==> src/design/cbnc_pkg.sv <==
package cbnc_pkg;

  localparam int MAX_CLUSTERS_DEF = 64;
  localparam int FEATURE_DIM_DEF  = 32;
  localparam int MAX_COLUMNS_DEF  = 65536;

  localparam logic [39:0] SAT40      = 40'hFF_FFFF_FFFF;
  localparam logic [6:0]  UNASSIGNED = 7'd64;

  localparam logic [1:0] CMD_LOAD   = 2'd0;
  localparam logic [1:0] CMD_START  = 2'd1;
  localparam logic [1:0] CMD_COLUMN = 2'd2;

  localparam logic [1:0] REG_NUM_CLUSTERS = 2'd0;
  localparam logic [1:0] REG_MIN_CAP      = 2'd1;
  localparam logic [1:0] REG_MAX_CAP      = 2'd2;

  // broadcast from the sequencer to every cell
  typedef struct packed {
    logic        wr;
    logic [5:0]  wr_sel;
    logic [5:0]  addr;
    logic [15:0] value;
    logic        rd;
    logic        sq;
    logic        acc;
    logic        clr_acc;
    logic        clr_load;
    logic        upd;
    logic [5:0]  win;
    logic [19:0] nnz;
    logic [39:0] min_cap;
    logic [39:0] max_cap;
    logic [6:0]  keff;
  } ctrl_t;

  // running selection handed from cell to cell
  typedef struct packed {
    logic        valid;
    logic        found;
    logic [41:0] key;
    logic [5:0]  idx;
    logic [39:0] ml_load;
    logic [5:0]  ml_idx;
  } cand_t;

  function automatic logic [39:0] sat_add40(input logic [39:0] a, input logic [39:0] b);
    logic [40:0] s;
    s = {1'b0, a} + {1'b0, b};
    return s[40] ? SAT40 : s[39:0];
  endfunction

endpackage

==> src/design/cbnc_cell.sv <==
module cbnc_cell #(
  parameter int IDX         = 0,
  parameter int FEATURE_DIM = cbnc_pkg::FEATURE_DIM_DEF
) (
  input  logic            clk,
  input  logic            rst_n,
  input  cbnc_pkg::ctrl_t ctrl,
  input  cbnc_pkg::cand_t cand_in,
  output cbnc_pkg::cand_t cand_out
);

  localparam int AW = $clog2(FEATURE_DIM);

  logic [15:0] cent_mem [FEATURE_DIM];
  logic [15:0] cent_q_r;
  logic [31:0] sq_r;
  logic [39:0] acc_r;
  logic [39:0] load_r;
  cbnc_pkg::cand_t cand_r;
  cbnc_pkg::cand_t cand_nxt;

  logic [15:0] diff;
  logic [40:0] need;
  logic        elig;
  logic        active;
  logic [41:0] key;

  always_ff @(posedge clk) begin
    if (ctrl.wr && ctrl.wr_sel == 6'(IDX)) begin
      cent_mem[AW'(ctrl.addr)] <= ctrl.value;
    end
    if (ctrl.rd) begin
      cent_q_r <= cent_mem[AW'(ctrl.addr)];
    end
  end

  assign diff   = (ctrl.value >= cent_q_r) ? ctrl.value - cent_q_r : cent_q_r - ctrl.value;
  assign active = 7'(IDX) < ctrl.keff;
  assign need   = {1'b0, load_r} + {21'b0, ctrl.nnz};
  assign elig   = need <= {1'b0, ctrl.max_cap};
  assign key    = (load_r < ctrl.min_cap) ? {2'b00, acc_r} : {acc_r, 2'b00};

  always_comb begin
    cand_nxt = cand_in;
    if (cand_in.valid && active) begin
      if (elig && (!cand_in.found || key < cand_in.key)) begin
        cand_nxt.found = 1'b1;
        cand_nxt.key   = key;
        cand_nxt.idx   = 6'(IDX);
      end
      if (IDX == 0 || load_r < cand_in.ml_load) begin
        cand_nxt.ml_load = load_r;
        cand_nxt.ml_idx  = 6'(IDX);
      end
    end
  end

  always_ff @(posedge clk) begin
    if (ctrl.sq) begin
      sq_r <= 32'(diff) * 32'(diff);
    end
    if (!rst_n) begin
      acc_r        <= '0;
      load_r       <= '0;
      cand_r.valid <= 1'b0;
    end else begin
      if (ctrl.clr_acc) begin
        acc_r <= '0;
      end else if (ctrl.acc) begin
        acc_r <= cbnc_pkg::sat_add40(acc_r, {8'b0, sq_r});
      end
      if (ctrl.clr_load) begin
        load_r <= '0;
      end else if (ctrl.upd && ctrl.win == 6'(IDX)) begin
        load_r <= cbnc_pkg::sat_add40(load_r, {20'b0, ctrl.nnz});
      end
      cand_r <= cand_nxt;
    end
  end

  assign cand_out = cand_r;

endmodule

==> config.mk <==
export PLATFORM = sky130hd
export DESIGN_NAME = cbnc_cell
export DESIGN_NICKNAME = d
export VERILOG_FILES = /design/src/design/cbnc_pkg.sv /design/src/design/cbnc_cell.sv
export SDC_FILE = /design/constraint.sdc
export NUM_CORES = 2
export LEC_CHECK = 0
export BUFFER_PORTS_ARGS = -buffer_cell sky130_fd_sc_hd__buf_2
export CORE_UTILIZATION = 30
export CTS_BUF_LIST = sky130_fd_sc_hd__clkbuf_2
export CTS_CLUSTER_DIAMETER = 30
export DETAILED_ROUTE_END_ITERATION = 7
export PLACE_DENSITY = 0.43
export SLEW_MARGIN = 20
export SYNTH_ARGS = -nofsm -noshare
export SYNTH_HDL_FRONTEND = slang
export SYNTH_SLANG_ARGS = --single-unit
export TNS_END_PERCENT = 5
==> constraint.sdc <==
create_clock -name clk -period 15.1 [get_ports clk]
set_input_delay 3.02 -clock clk [delete_from_list [all_inputs] [get_ports clk]]
set_output_delay 3.02 -clock clk [all_outputs]
set_load 0.005 [all_outputs]
==> metrics.md <==
| Metric | Value |
|---|---|
| Outcome | `finished clean` |
| Slew headroom | `24.8%` |
| Cell variety after synth | `91` |
| CTS root buf | `clkbuf_2` |
| Vias in the first global route | `28700` |
| WS Path Type | `input port to flop` |
| Dpl cell area | `46700 µm²` |
| Worst Path Required | `16.45 ns` |
| Share of cells above drive strength 1 | `26.5%` |
| First-pass GRT wire length | `181 mm` |
| Top post-synthesis cells by area | `edfxtp_1 46%, ha_1 8.9%, fa_1 7.9%, mux4_2 6.8%, dfxtp_1 3.8%` |
| Number of buffers added on ports | `340` |
| Asr flop ratio synth | `0%` |
| Largest net degree at the start of global routing | `64` |
| Leading area contributor after synthesis | `edfxtp_1` |
| Dpl ws | `1.88 ns` |
| CP peak stage delay | `0.68 ns` |
| Max_cap viols | `0` |
| Final setup violation count | `0` |
| CTS tree | `done` |
| Max frequency | `87.1 MHz` |
| Most frequent cells in the layout | `654 x edfxtp_1, 414 x inv_1, 337 x buf_2` |
| Via Count | `27700` |
| Fin util | `34.8%` |
| Most used cell along the critical path | `fa_1` |
| Area of the core | `140000 µm²` |
| CTS resizes | `0` |
| Fin crit share | `76.0%` |
| I/O pin total | `342` |
| Syn avg cell area | `12.9 µm²` |
| Initial antenna violation count | `27` |
| Final Hold Viols | `0` |
| CP max stage cell | `xnor2_1` |
| Period minus WS final | `11.48 ns` |
| Crit path buf inv count | `6` |
| Detailed Route Iter0 Violations | `1443` |
| Dpl hpwl | `88.5 mm` |
| Gpl congestion | `0.815` |
| CP Capture Type | `flop` |
| Chip Height | `378 µm` |
| Layout Nets | `4529` |
| CP top delay family | `adder cells` |
| Worst-path clk slew | `0.10 ns` |
| Actual slew at the worst max-slew pin | `1.13 ns` |
| Ys Warns | `0` |
| H-tree Lvls | `4` |
| Ys flop type | `edfxtp_1` |
| Post-Syn Instances | `3300` |
| Final WL | `122 mm` |
| Fin Setup TNS | `0 ns` |
| Mapped Nets | `4014` |
| Synth Register Bits | `735` |
| Post-CTS setup repair buffer count | `0` |
| Post-Syn Area | `42400 µm²` |
| Starting Density | `30.3%` |
| Longest Clk Path Bufs | `3` |
| Crit path launch type | `input port` |
| Grt ovf | `0` |
| CP max FO | `34` |
| RSZ-0062 raised after global routing | `false` |
| Commonest non-fill, non-tap cell in the layout | `edfxtp_1` |
| Rows | `137` |
| Top cell type's share of synthesized area | `46.3%` |
| Total die area | `143000 µm²` |
| Clk sink count | `735` |
| TritonCTS Buffers | `209` |
| Final instance area | `48700 µm²` |
| Detail Route Antenna Nets | `0` |
| Clock Latency Late Sink | `1.62 ns` |
| Worst hold path class | `flop to flop` |
| Crit path setup slack, layout | `3.62 ns` |
| GR Util All Layers | `17.0%` |
| Die Width | `378 µm` |
| Clk_skew | `0.114 ns` |
| Max Transition Viols Final | `0` |
| Sequential-to-total area share from yosys stat | `50.1%` |
| CP arrival | `12.84 ns` |
| Post-synth EDFFs | `654` |
| Via-per-instance ratio | `4.73` |
| DRT Pass-1 Iters | `5` |
| Area grow syn2layout | `14.9%` |
| DRC violations left | `0` |
| Hold-fix buffers, CTS | `0` |
| DR WL/cell | `20.8 µm` |
## state kept, by name (all words and copies together) (netlist names)
signal	flops
cent_mem	512
cand_out	96
acc_r	40
cent_q_r	16
sq_r	31
load_r	40
## cells by family after synthesis
logic type,count (synthesis),synth area share [%]
adders and majority gates,468,16.8
and+or+nand+nor,625,7.07
xor gates and xnor gates,114,2.39
buffers and inverters,532,4.82
DFF,735,50.1
muxes,253,10.1
AOI/OAI and AO/OA,573,8.73
## through the flow
stage / hold slack (ns) / instances
after floorplan: 0.467 / 3300
after CTS: 0.538 / 5850
after global placement: 0.511 / 5480
after global routing: 0.563 / 5868
after detailed placement: 0.512 / 5480
final: 0.531 / 5868
## area by class of cell
class / count / area [µm²]
clock inverter: 66 / 474
sequential: 735 / 21300
fill: 14200 / 91200
inverter: 420 / 1580
tap: 1876 / 2350
antenna: 18 / 45.0
multi-input combinational: 2033 / 19200
timing repair buffer: 416 / 2290
clock buffer: 304 / 1520
## cells in the mapped netlist, drive strengths merged, types with 47 or more instances
| cell | number |
|---|---|
| inv | 420 |
| a21o | 90 |
| nor2 | 212 |
| a21oi | 172 |
| xnor2 | 73 |
| ha | 301 |
| fa | 167 |
| nand2 | 143 |
| dfxtp | 81 |
| nand4 | 47 |
| a22oi | 65 |
| clkbuf | 71 |
| edfxtp | 654 |
| o21ai | 108 |
| mux4 | 128 |
| nor3 | 50 |
| mux2 | 118 |
## path summary, 6_finish.rpt
check / from / to / slack [ns] / cells past startpoint
worst max-delay path: ctrl[127] / sq_r[31] / 3.62 / 33
worst min-delay path: acc_r[37] / acc_r[37] / 0.53 / 1
worst max register to register: cent_q_r[0] / sq_r[31] / 4.96 / 31
worst min register to register: acc_r[37] / acc_r[37] / 0.53 / 1
## metal layers
layer | global-route usage [%] | vias up | share of wire, %
met1 | 22.3 | 13600 | 45
met2 | 27.9 | 673 | 48
met3 | 3.13 | 228 | 4.4
met4 | 6.35 | 6 | 3.0
li1 | - | 13300 | -
met5 | 0 | - | 0.029
Power is not shown: default switching activity piles up to over one toggle a cycle in this logic, so the estimate is an artifact.
